**src/sv/rmq_pkg.sv**
```systemverilog
// Shared types and constants for the rotation matrix to quaternion block.
// No dependencies; every other file imports this package.
package rmq_pkg;

  localparam int FRAC_BITS = 14;
  localparam int SQRT_CELLS = 18;
  localparam int DIV_CELLS = 15;
  localparam logic [14:0] Q_LIMIT = 15'(1 << FRAC_BITS);
  localparam logic signed [17:0] ONE = 18'sd16384;

  typedef struct packed {
    logic signed [15:0] row0_col0;
    logic signed [15:0] row0_col1;
    logic signed [15:0] row0_col2;
    logic signed [15:0] row1_col0;
    logic signed [15:0] row1_col1;
    logic signed [15:0] row1_col2;
    logic signed [15:0] row2_col0;
    logic signed [15:0] row2_col1;
    logic signed [15:0] row2_col2;
  } in_t;

  typedef struct packed {
    logic signed [15:0] quat_w;
    logic signed [15:0] quat_x;
    logic signed [15:0] quat_y;
    logic signed [15:0] quat_z;
    logic               invalid;
  } out_t;

  // Beat moving through the square-root cells.
  typedef struct packed {
    logic             vld;
    logic             bad;
    logic [3:0]       neg;
    logic [3:0][16:0] mag;
    logic [35:0]      rem;
    logic [35:0]      root;
  } sqs_t;

  // Beat moving through the divider cells, four lanes side by side.
  typedef struct packed {
    logic             vld;
    logic             bad;
    logic [3:0]       neg;
    logic [17:0]      len;
    logic [3:0][14:0] num;
    logic [3:0][17:0] rem;
    logic [3:0][14:0] quo;
  } dvs_t;

endpackage

```
**src/sv/rmq_sqrt_cell.sv**
```systemverilog
// One step of the integer square root: settles one result bit per beat.
// Depends on rmq_pkg.
module rmq_sqrt_cell (
  input  logic          clk,
  input  logic          rst,
  input  logic [4:0]    step,
  input  rmq_pkg::sqs_t d,
  output rmq_pkg::sqs_t q
);
  import rmq_pkg::*;

  logic [35:0] bitv;
  logic [35:0] trial;
  sqs_t        q_next;

  always_comb begin
    bitv   = 36'(1) << {step, 1'b0};
    trial  = d.root + bitv;
    q_next = d;
    if (d.rem >= trial) begin
      q_next.rem  = d.rem - trial;
      q_next.root = (d.root >> 1) + bitv;
    end else begin
      q_next.root = d.root >> 1;
    end
  end

  always_ff @(posedge clk) begin
    if (rst) begin
      q <= '0;
    end else begin
      q <= q_next;
    end
  end

endmodule

```
**config.mk**
```make
export PLATFORM = sky130hd
export DESIGN_NAME = rmq_sqrt_cell
export DESIGN_NICKNAME = d
export VERILOG_FILES = /design/src/sv/rmq_pkg.sv /design/src/sv/rmq_sqrt_cell.sv
export SDC_FILE = /design/constraint.sdc
export NUM_CORES = 1
export LEC_CHECK = 0
export BUFFER_PORTS_ARGS = -buffer_cell sky130_fd_sc_hd__buf_2
export CAP_MARGIN = 20
export CORE_MARGIN = 4
export CORE_UTILIZATION = 51
export DETAILED_ROUTE_END_ITERATION = 8
export GPL_TIMING_DRIVEN = 0
export PLACE_DENSITY = 0.86
export SLEW_MARGIN = 30
export SYNTH_ARGS = -nofsm -noshare
export SYNTH_HDL_FRONTEND = slang
export SYNTH_SLANG_ARGS = --single-unit
```
**constraint.sdc**
```tcl
create_clock -name clk -period 6.7 [get_ports clk]
set_input_delay 0.335 -clock clk [delete_from_list [all_inputs] [get_ports clk]]
set_output_delay 0.335 -clock clk [all_outputs]
set_load 0.03 [all_outputs]
```
== Word-level counts from Yosys, hierarchy flattened ==
Index checks and enable logic that the tools add are counted.
Operators by class
  magnitude comparators: 1
  add/sub/neg operators: 3
  shifts and indexed selects: 1
  mux-type cells: 2
  reductions and logical operators: 1
  bitwise operators: 1
Operators with widths (count)
  35-bit by 36-bit adder with 36-bit output: 1
  36-bit adder: 1
  36-bit >= comparator: 1
  36-bit 2-to-1 mux: 1
  1-bit by 6-bit left shift with 36-bit output, first input constant: 1
  36-bit subtractor: 1
  35-bit 2-to-1 mux: 1
  2-bit OR reduction: 1
  1-bit inverter: 1
Word-level totals
  bits of input ports: 153
  word-level logic and storage cells: 19
  bits in registers: 146
  output and inout bits: 146

== Depth between registers and ports, before layout ==
  depth in word-level cells: 5
  depth in mapped cells: 29
  mapped depth without buffers: 23

== Worst setup path before layout ==
No wires, ideal clock.
  kind: input -> register
  start point: input port step[1]
  end point: register q[8] in the netlist's numbering
  arrival time: 5656 ps
  setup slack: 974 ps
  path buffers: 5
  setup time: 70 ps
  cell stages on the path: 26
  required time: 6630 ps
  path through: buf_2 or3b_1 clkbuf_2 nor3_1 ha_1 a21o_1 a31o_2 a221oi_1 o41ai_2 maj3_1 a31oi_1 o21bai_1 a22oi_1 xor2_1 ha_1 a21o_1 a2111oi_0 o22ai_1 o2111ai_1 a21o_1 and2_1 buf_2 buf_2 buf_2 o21ai_0 a21oi_1
Between the ends
  cells in the longest elaborated chain, start to end: 4
  elaborated cells on any way between the ends: 5
  those cells by class: 2 x add/sub; 1 x order compare; 1 x shift; 1 x mux
RTL lines
  start, declared: line rmq_sqrt_cell.sv:6  | input logic [4:0] step,
  1-bit by 6-bit left shift with 36-bit output *: line rmq_sqrt_cell.sv:17  | bitv = 36'(1) << {step, 1'b0};
  36-bit adder: line rmq_sqrt_cell.sv:18  | trial = d.root + bitv;
  36-bit >= comparator: line rmq_sqrt_cell.sv:20  | if (d.rem >= trial) begin
  35-bit 2-to-1 mux *: line rmq_sqrt_cell.sv:20
  end signal, assigned: line rmq_sqrt_cell.sv:32  | q <= q_next;
  end, declared: line rmq_sqrt_cell.sv:8  | output rmq_pkg::sqs_t q
Every way passes the cells marked *; elsewhere a longest branch is shown, timed or not.
A chain may end at the register's enable or synchronous reset.

== Worst setup path in the final report ==
  start point: input port step[0]
  end point: register q[71] in the netlist's numbering
Between the ends
  cells in the longest elaborated chain, start to end: 4
  elaborated cells on any way between the ends: 5
  those cells by class: 2 x add/sub; 1 x order compare; 1 x shift; 1 x mux
RTL lines (line)
  1-bit by 6-bit left shift with 36-bit output *: rmq_sqrt_cell.sv:17
  36-bit adder *: rmq_sqrt_cell.sv:18
  36-bit subtractor or 36-bit >= comparator (tied branches): rmq_sqrt_cell.sv:21, rmq_sqrt_cell.sv:20
  36-bit 2-to-1 mux *: rmq_sqrt_cell.sv:20
Marks and branches as above.

==> results.cfg <==
[place]
dp_cells = 1600
dp_slack_ps = -591
gp_congestion = 0.968
io_buffers = 292
hpwl_mm = 24.1
post_dp_cell_area_um2 = 10700

[sta]
setup_viol = 0
tightest_slew_ps = 803
drv_slew = 0
relSlewSlack = 0.464
worst_slack_ps = 307
holdWs_ps = 109
finalCritPeriodShare = 0.954
fin_crit_ps = 6390
hold_viol = 0
max_freq_mhz = 156
rsz0062_at_grt = no

[critical_path]
critPathMaxFanout = 10
crit_buf_inv = 6
slowest_delay_ps = 490
crit_family = compound AO/OA/AOI/OAI gates
crit_arrival_ps = 6720
cp.depth = 28
critPathKind = input port to flop
critPathRequiredTime_ps = 7030
cp_slowest_cell = o41ai_2
startpoint = step[0]
crit_path_start_kind = input port
cp-endpoint = q[71]$_SDFF_PP0_
end_kind = flop

[clocking]
cts_inserted_buffers = 17
ctsHtreeMaxLevel = 4
cts_tree = yes
cts.reportedPaths.clkPinSlew_ps = 70
cts_buffer_depth = 2
cts_root_buf = clkbuf_16
clkSinkCount = 146
holdBufCountCts = 0

[yosys]
netlist_area_um2 = 8940
synthTopCellsByCount = dfxtp_1 (146), nand2_1 (111), nor2b_1 (86)
yosys_warnings = 0
synth_top_area_cell = dfxtp_1
synth.most_common_cell = dfxtp_1
synth-async-reset-ratio = 0
synth_top_area_share = 0.327
synth-xor-area-share = 0.0813
ys_top_cells_by_area = dfxtp_1 (33%), ha_1 (9.5%), nor2b_1 (6.0%), a21oi_1 (4.7%), xnor2_1 (4.7%)
synthMuxAreaShare = 0.00350
synth_cell_types = 73
ys_ff_latch = 146
synthCells = 1083
synthFlopType = dfxtp_1
synth_compound_area_frac = 0.223
synth_top_family_by_area = simple AND/OR/NAND/NOR gates
synth_fp_nets = 1305
ys_seq_area_frac = 0.327
synth_edf_count = 0
synth_area_per_cell_um2 = 8.26
synthAdderAreaFrac = 0.101
synth-simple-area-share = 0.232

[routing]
drt_iter0_markers = 779
drcViolationCount = 0
vias = 9382
viasPerCell = 5.73
wl_per_cell_um = 18.3
antenna_left = 0
wl_mm = 30.0
dr.pass1.iters = 5

[finish]
final_area_um2 = 11300
fillers = 1466
largest_registers = q: 146 flops
top_register = q
final_net_count = 1617
largest_reg_flops = 146
area_growth_pct = 26.8
final_cells = 1636
layout-drive-gt1-share = 0.264
final_core_util = 0.658

[floorplan]
initial_utilization = 0.519
io_pins = 299
core-area_um2 = 17200
rows = 48
die-area_um2 = 19700
die_x_um = 140
fp.dieH_um = 140

[grt]
grt_overflow = 0
antenna_found_initial = 6
grt_pass1_wl_mm = 45.8
grt_max_degree = 17
grt_pass1_vias = 8776
track_usage = 0.291

[flow_run]
drv_cap = 0

[power_and_ir_drop]
power_density_nw_per_um2 = 234
max-vdd-ir-drop_uv = 183
leakagePower_nw = 5.16

[outcome]
status = complete, no violations

[min_path]
hold_class = input port to flop
## power by group
group / internal [W] / switching, W / total, W
registers: 0.000935 / 0.0000154 / 0.000950
logic: 0.000258 / 0.000495 / 0.000753
clock network: 0.000529 / 0.000424 / 0.000953
total: 0.00172 / 0.000935 / 0.00266
## final cells by class
cell class	instances	area, µm²	share of cell area
Antenna cell	3	7.51	0.000662
Tap cell	225	282	0.0248
Timing Repair Buffer	293	1470	0.130
Clock buffer	17	425	0.0375
Multi-Input combinational cell	866	5760	0.508
Buffer	53	234	0.0206
Sequential cell	146	2920	0.258
Clock inverter	15	164	0.0145
Inverter	18	67.6	0.00596
## routing by layer
metal  GRT usage  up-vias  share of wire
li1            -     4519              -
met1       0.362     4275           0.39
met2       0.487      494           0.47
met3      0.0748       88           0.11
met4       0.105        6          0.039
met5           0        -        0.00093
## placed cells by master (no fill, tap or decap), types with 19 or more instances in the layout
cell type | netlist | routed
buf_2 | 11 | 299
nor3_1 | 24 | 23
dfxtp_1 | 146 | 146
nand3_1 | 19 | 19
xor2_1 | 35 | 35
nand2_1 | 111 | 111
xnor2_1 | 48 | 48
a31oi_1 | 29 | 28
a21oi_1 | 84 | 84
ha_1 | 68 | 68
nor2_1 | 83 | 83
a211oi_1 | 28 | 28
clkbuf_1 | 38 | 37
a21o_1 | 21 | 21
nor2b_1 | 86 | 86
o21ai_0 | 42 | 42
## worst min path at each step
| stage | start | endpoint | slack (ps) | cells past startpoint |
|---|---|---|---|---|
| 6_report | d[123] | q[123]$_SDFF_PP0_ | 110 | 2 |
| 5_1_grt | d[88] | q[88]$_SDFF_PP0_ | 100 | 2 |
| 4_1_cts | d[121] | q[121]$_SDFF_PP0_ | 100 | 2 |
| 3_5_place_dp | d[121] | q[121]$_SDFF_PP0_ | 550 | 2 |
| 3_3_place_gp | d[122] | q[122]$_SDFF_PP0_ | 540 | 2 |
| 2_1_floorplan | d[100] | q[100]$_SDFF_PP0_ | 460 | 1 |
## metrics by stage
stage	TNS [ps]	power, W
final	0	0.00266
after global routing	0	0.00277
after CTS	0	0.00266
after detailed placement	-22400	0.00170
after global placement	-15760	0.00169
after floorplan	0	0.00147
## kinds of logic (layout without fill, tap and decap cells)
family                   Yosys count  in the layout
adder cells (fa/ha/maj)           72             72
XOR/XNOR                          83             83
flip-flops                       146            146
AO/OA/AOI/OAI                    298            298
multiplexers                       3              3
buffers and inverters             71            396
AND/OR/NAND/NOR                  410            410
other                              0              3
## repair_timing
item                       in CTS  in global routing
buffers inserted                0                  1
setup endpoints to repair      20                 54
resized for setup               2                 11
pin swaps                       0                  2
No activity file was read; power rests on OpenSTA's default activity.
