===== config.mk =====
export PLATFORM = sky130hd
export DESIGN_NAME = rmq_div_cell
export DESIGN_NICKNAME = d
export VERILOG_FILES = /design/src/sv/rmq_pkg.sv /design/src/sv/rmq_div_cell.sv
export SDC_FILE = /design/constraint.sdc
export NUM_CORES = 1
export LEC_CHECK = 0
export ABC_AREA = 1
export ABC_CLOCK_PERIOD_IN_PS = 1900
export BUFFER_PORTS_ARGS = -buffer_cell sky130_fd_sc_hd__buf_2
export CORE_ASPECT_RATIO = 1.1
export CORE_MARGIN = 3
export CORE_UTILIZATION = 38
export CTS_CLUSTER_DIAMETER = 50
export DETAILED_ROUTE_END_ITERATION = 16
export GPL_ROUTABILITY_DRIVEN = 0
export PLACE_DENSITY = 0.7
export RECOVER_POWER = 50
export SYNTH_ARGS = -nofsm -noshare
export SYNTH_HDL_FRONTEND = slang
export SYNTH_SLANG_ARGS = --single-unit
export TNS_END_PERCENT = 10

===== constraint.sdc =====
create_clock -name clk -period 1.9 [get_ports clk]
set_clock_uncertainty 0.05 [all_clocks]
set_input_delay 0.475 -clock clk [delete_from_list [all_inputs] [get_ports clk]]
set_output_delay 0.475 -clock clk [all_outputs]
set_load 0.01 [all_outputs]

===== src/sv/rmq_pkg.sv =====
// Shared types and constants for the rotation matrix to quaternion block.
// No dependencies; every other file imports this package.
package rmq_pkg;

  localparam int FRAC_BITS = 14;
  localparam int SQRT_CELLS = 18;
  localparam int DIV_CELLS = 15;
  localparam logic [14:0] Q_LIMIT = 15'(1 << FRAC_BITS);
  localparam logic signed [17:0] ONE = 18'sd16384;

  typedef struct packed {
    logic signed [15:0] row0_col0;
    logic signed [15:0] row0_col1;
    logic signed [15:0] row0_col2;
    logic signed [15:0] row1_col0;
    logic signed [15:0] row1_col1;
    logic signed [15:0] row1_col2;
    logic signed [15:0] row2_col0;
    logic signed [15:0] row2_col1;
    logic signed [15:0] row2_col2;
  } in_t;

  typedef struct packed {
    logic signed [15:0] quat_w;
    logic signed [15:0] quat_x;
    logic signed [15:0] quat_y;
    logic signed [15:0] quat_z;
    logic               invalid;
  } out_t;

  // Beat moving through the square-root cells.
  typedef struct packed {
    logic             vld;
    logic             bad;
    logic [3:0]       neg;
    logic [3:0][16:0] mag;
    logic [35:0]      rem;
    logic [35:0]      root;
  } sqs_t;

  // Beat moving through the divider cells, four lanes side by side.
  typedef struct packed {
    logic             vld;
    logic             bad;
    logic [3:0]       neg;
    logic [17:0]      len;
    logic [3:0][14:0] num;
    logic [3:0][17:0] rem;
    logic [3:0][14:0] quo;
  } dvs_t;

endpackage


===== src/sv/rmq_div_cell.sv =====
// One restoring division step on four lanes: one quotient bit per lane per beat.
// Depends on rmq_pkg.
module rmq_div_cell (
  input  logic          clk,
  input  logic          rst,
  input  rmq_pkg::dvs_t d,
  output rmq_pkg::dvs_t q
);
  import rmq_pkg::*;

  logic [3:0][18:0] rem2;
  logic [3:0]       ge;
  dvs_t             q_next;

  always_comb begin
    q_next = d;
    for (int i = 0; i < 4; i++) begin
      rem2[i] = {d.rem[i], d.num[i][14]};
      ge[i]   = rem2[i] >= {1'b0, d.len};
      q_next.rem[i] = ge[i] ? 18'(rem2[i] - {1'b0, d.len}) : rem2[i][17:0];
      q_next.num[i] = {d.num[i][13:0], 1'b0};
      q_next.quo[i] = {d.quo[i][13:0], ge[i]};
    end
  end

  always_ff @(posedge clk) begin
    if (rst) begin
      q <= '0;
    end else begin
      q <= q_next;
    end
  end

endmodule


# After elaboration in Yosys (flattened, before gate mapping)
# Cells that the tools add are included.
[totals]
reg_bits = 216
in_bits = 218
output_inout_bits = 216
[classes]
add_sub_neg = 4
n_lt_le_gt_ge = 4
muxes = 4
[ops]
columns = ["cell", "count"]
rows = [
  ["19-bit by 18-bit >= comparator with 1-bit output", 4],
  ["18-bit two-way mux", 4],
  ["18-bit subtractor", 4],
]

# Longest topological paths before layout
[depth]
depth_word = 2
ltp_mapped = 15
ltp_nobuf = 14

# Worst setup path before layout
# Ideal clock, no wire load.
[synth_timing]
kind = "input to register"
start = "input d[193] in the netlist's numbering"
end = "register q[106] in the netlist's numbering"
setup_time_ps = 114
arrival_ps = 1880
slack_ps = -144
stages = 9
path_buffers = 1
cell_sequence = "inv_1 ha_1 nand3_1 nand3_1 nand3_1 nand4_4 buf_6 o21ai_1 nor2_1"
[synth_via]
elab_chain_len = 2
[synth_lines]
columns = ["item", "line", "rtl"]
rows = [
  ["from (decl)", "rmq_div_cell.sv:6", "input rmq_pkg::dvs_t d,"],
  ["18-bit subtractor / 19-bit by 18-bit >= comparator with 1-bit output (equally long branches)", "rmq_div_cell.sv:20, rmq_div_cell.sv:19", ""],
  ["18-bit two-way mux (*)", "rmq_div_cell.sv:20", "q_next.rem[i] = ge[i] ? 18'(rem2[i] - {1'b0, d.len}) : rem2[i][17:0];"],
  ["to (signal assigned)", "rmq_div_cell.sv:30", "q <= q_next;"],
  ["to (decl)", "rmq_div_cell.sv:7", "output rmq_pkg::dvs_t q"],
]
# Mark *: on every way between the ends. The rest lies on a longest branch, timed or not.
# A chain may end at the register's enable or synchronous reset.

# Final worst setup path
[layout_timing]
start = "input d[206] in the netlist's numbering"
end = "register q[86] in the netlist's numbering"
[layout_via]
elab_chain_len = 2
[layout_lines]
columns = ["item", "line", "rtl"]
rows = [
  ["19-bit by 18-bit >= comparator with 1-bit output", "rmq_div_cell.sv:19", "ge[i] = rem2[i] >= {1'b0, d.len};"],
  ["18-bit two-way mux", "rmq_div_cell.sv:20", ""],
]
# No other way between the ends.

==> flow_metrics.env <==
export IMPL_synth_seq_area_share_pct=37.72
export IMPL_floorplan_initialDensity_pct=38.86
export IMPL_die_height_um=186.5
export IMPL_netSwitchingFraction_pct=31.14
export IMPL_num_io_pins=434
export IMPL_max_flop_register="q"
export IMPL_netSwitchingPower_mw=4.504
export IMPL_groute_layer_met1_usage_pct=30.48
export IMPL_grt_use_met3_pct=5.487
export IMPL_reg_largest_list="q: 212 flops"
export IMPL_routing_layer_with_the_top_usage_in_global_route="met2"
export IMPL_numCtsBuffers=30
export IMPL_hpwlAfterDp_um=35380
export IMPL_power_frac_clock_pct=39.7
export IMPL_comb_power_share_pct=26.3
export IMPL_postSynth_topFlopCell="dfxtp_1"
export IMPL_largest_register_ffs=212
export IMPL_clock_tree_root_cell="clkbuf_16"
export IMPL_powerDensity_mw_per_mm2=848.8
export IMPL_firstDrtPassIters=5
export IMPL_antenna_found_initial=4
export IMPL_synthCells=1650
export IMPL_maxSlewViolCount=0
export IMPL_critPathLaunch="d[206]"
export IMPL_setup_repair_after_global_routing_missed_its_margin="yes"
export IMPL_track_usage_pct=25.96
export IMPL_grt_start_max_net_pins=49
export IMPL_area_sequential_mm2=0.004244
export IMPL_synthDistinctLibCells=43
export IMPL_final_nets=2631
export IMPL_route_detailed_vias_per_inst=4.657
export IMPL_grt_pass1_vias=12615
export IMPL_rows=65
export IMPL_finalCritPeriodShare_pct=98.09
export IMPL_number_of_flops_mapped_to_enable_cells_by_yosys=0
export IMPL_routed_via_count=12704
export IMPL_critical_path_max_fanout=9
export IMPL_status="complete, no violations"
export IMPL_multi_input_comb_area_mm2=0.005886
export IMPL_dr_first_iter_drc_count=592
export IMPL_endpoint_required_time_on_the_critical_path_ns=2.28
export IMPL_ys_ff_latch=212
export IMPL_dp_cell_count=2672
export IMPL_total_power_mw=14.46
export IMPL_antenna_violating_nets_post_route=0
export IMPL_report_final_setup_viol=0
export IMPL_final_common_cell="nand2_1"
export IMPL_drive_above_1_share_pct=33.01
export IMPL_power_internal_mw=9.959
export IMPL_die_w_um=170.1
export IMPL_post_route_cell_area_mm2=0.01704
export IMPL_min_path_cells=3
export IMPL_synthesis_area_per_instance_um2=6.819
export IMPL_final_hold_violation_count=0
export IMPL_post_route_min_period_ns=1.864
export IMPL_worst_setup_path_start_kind="input port"
export IMPL_global_route_overflow_total=0
export IMPL_met2_usage_pct=44.99
export IMPL_layout_common_cells="366 x nand2_1, 361 x buf_2, 303 x nor2_1, 293 x inv_1, 243 x buf_4"
export IMPL_finalHoldWorstSlack_ns=0.08404
export IMPL_layout_area_overhead_vs_synth_pct=51.44
export IMPL_maxSlewHeadroom_pct=30.89
export IMPL_wl_per_cell_um=15.91
export IMPL_ctsHtreeMaxLevel=1
export IMPL_max_clock_freq_ghz=0.5365
export IMPL_cts_sink_count=212
export IMPL_postRouteWirelength_um=43410
export IMPL_n_antenna_cell=0
export IMPL_finalSetupTns_ns=0
export IMPL_power_ir_vdd_worst_mv=0.6966
export IMPL_critical_path_class="input port to register"
export IMPL_fp_coreArea_mm2=0.02895
export IMPL_min_path_type="input port to register"
export IMPL_path_clk_slew_ns=0.06
export IMPL_asyncSetResetFlopFracSynth_pct=0
export IMPL_final_cell_count_no_fill=2728
export IMPL_port_buffer_count=425
export IMPL_placed_cell_area_mm2=0.01581
export IMPL_critical_path_endpoint_type="register"
export IMPL_worst_slew_pin_slew_ns=1.037
export IMPL_drc_violation_count_after_routing=0
export IMPL_yosys_warnings=0
export IMPL_worst_ep_arrival_time_ns=2.24
export IMPL_cts_tree="done"
export IMPL_final_fill_count=2771
export IMPL_cap_viol_max_count=0
export IMPL_sequentialPowerShare_pct=34.0
export IMPL_die_area_mm2=0.03171
export IMPL_reported_leakage_power_nw=9.773
export IMPL_mappedNetlistArea_mm2=0.01125
export IMPL_grt_first_pass_wirelength_um=65570
export IMPL_min_delay_start="d[178]"
export IMPL_cts_hold_fix_buffers=0
export IMPL_clock_tree_buffer_depth=3
-- cells by family after synthesis --
logic type | count (synthesis) | share of synthesized area, %
and+or+nand+nor | 824 | 30.90
buffers and inverters | 343 | 12.20
DFF | 212 | 37.72
AOI/OAI and AO/OA | 162 | 7.940
adders and majority gates | 76 | 8.718
xor gates and xnor gates | 32 | 2.491
other | 1 | 0.03333
-- final cells by class --
class | count | share of cell area (%)
multi-input combinational | 1098 | 34.54
sequential | 212 | 24.91
timing repair buffer | 689 | 24.83
inverter | 306 | 6.763
clock buffer | 34 | 4.795
tap | 368 | 2.702
clock inverter | 21 | 1.461
-- critical path: stages --
cell     delay (ns)
buf_2          0.07
inv_1          0.04
buf_4          0.16
ha_2           0.39
nand2_1        0.10
nor2_1         0.14
and2_2         0.21
buf_4          0.13
a41oi_4        0.20
a21oi_1        0.25
nor2_1         0.07
-- metal layers --
| metal | wire, um | vias up |
|---|---|---|
| li1 | - | 6412 |
| met1 | 17200 | 5722 |
| met2 | 20640 | 459 |
| met3 | 3223 | 105 |
| met4 | 2311 | 6 |
| met5 | 36 | - |
-- through the flow --
step                worst slack, ns  util, %
detailed placement          -0.5563    54.60
CTS                        0.009470    58.32
finish                      0.03622    58.85
global placement            -0.5888    54.60
floorplan                   -0.1420        -
global route               -0.03741    58.85
-- worst paths after layout --
| check | end | slack [ns] |
|---|---|---|
| setup / recovery | q[86] | 0.04 |
| hold / removal | q[179] | 0.08 |
-- repair_timing --
action,4_1_cts,5_1_grt
setup buffers,0,1
gates resized for setup,1,56
pin swaps,0,7
endpoints found under the setup margin,1,68
-- synthesized netlist by cell type (3+ instances only) --
library cell	instances	share of area, %
nor2_1	310	10
a21oi_1	79	3.5
clkbuf_1	20	0.67
a21oi_2	6	0.47
xor2_1	21	1.6
dfxtp_1	212	38
o21ai_1	41	1.8
inv_2	9	0.30
o21ai_0	17	0.76
nand2_2	9	0.50
nand3_1	81	3.6
and2_1	3	0.17
nand3b_4	4	0.71
buf_6	9	0.90
xnor2_1	11	0.86
ha_1	72	8.0
fa_1	4	0.71
nor3_1	11	0.49
buf_4	4	0.27
inv_1	297	9.9
nand4_4	4	0.76
nand2_1	375	13
nor2_2	9	0.50
nand4_1	6	0.33
o21a_1	3	0.20
o21bai_1	8	0.53
-- power groups by stage --
stage | Combinational (mW) | Clock, mW | Sequential (mW)
CTS | 3.74 | 5.88 | 4.91
finish | 3.80 | 5.75 | 4.91
global route | 4.20 | 6.07 | 4.94
floorplan | 1.70 | 0 | 5.18
detailed placement | 3.71 | 0 | 5.00
global placement | 3.66 | 0 | 5.01
Power figures use the tool's default switching activity.
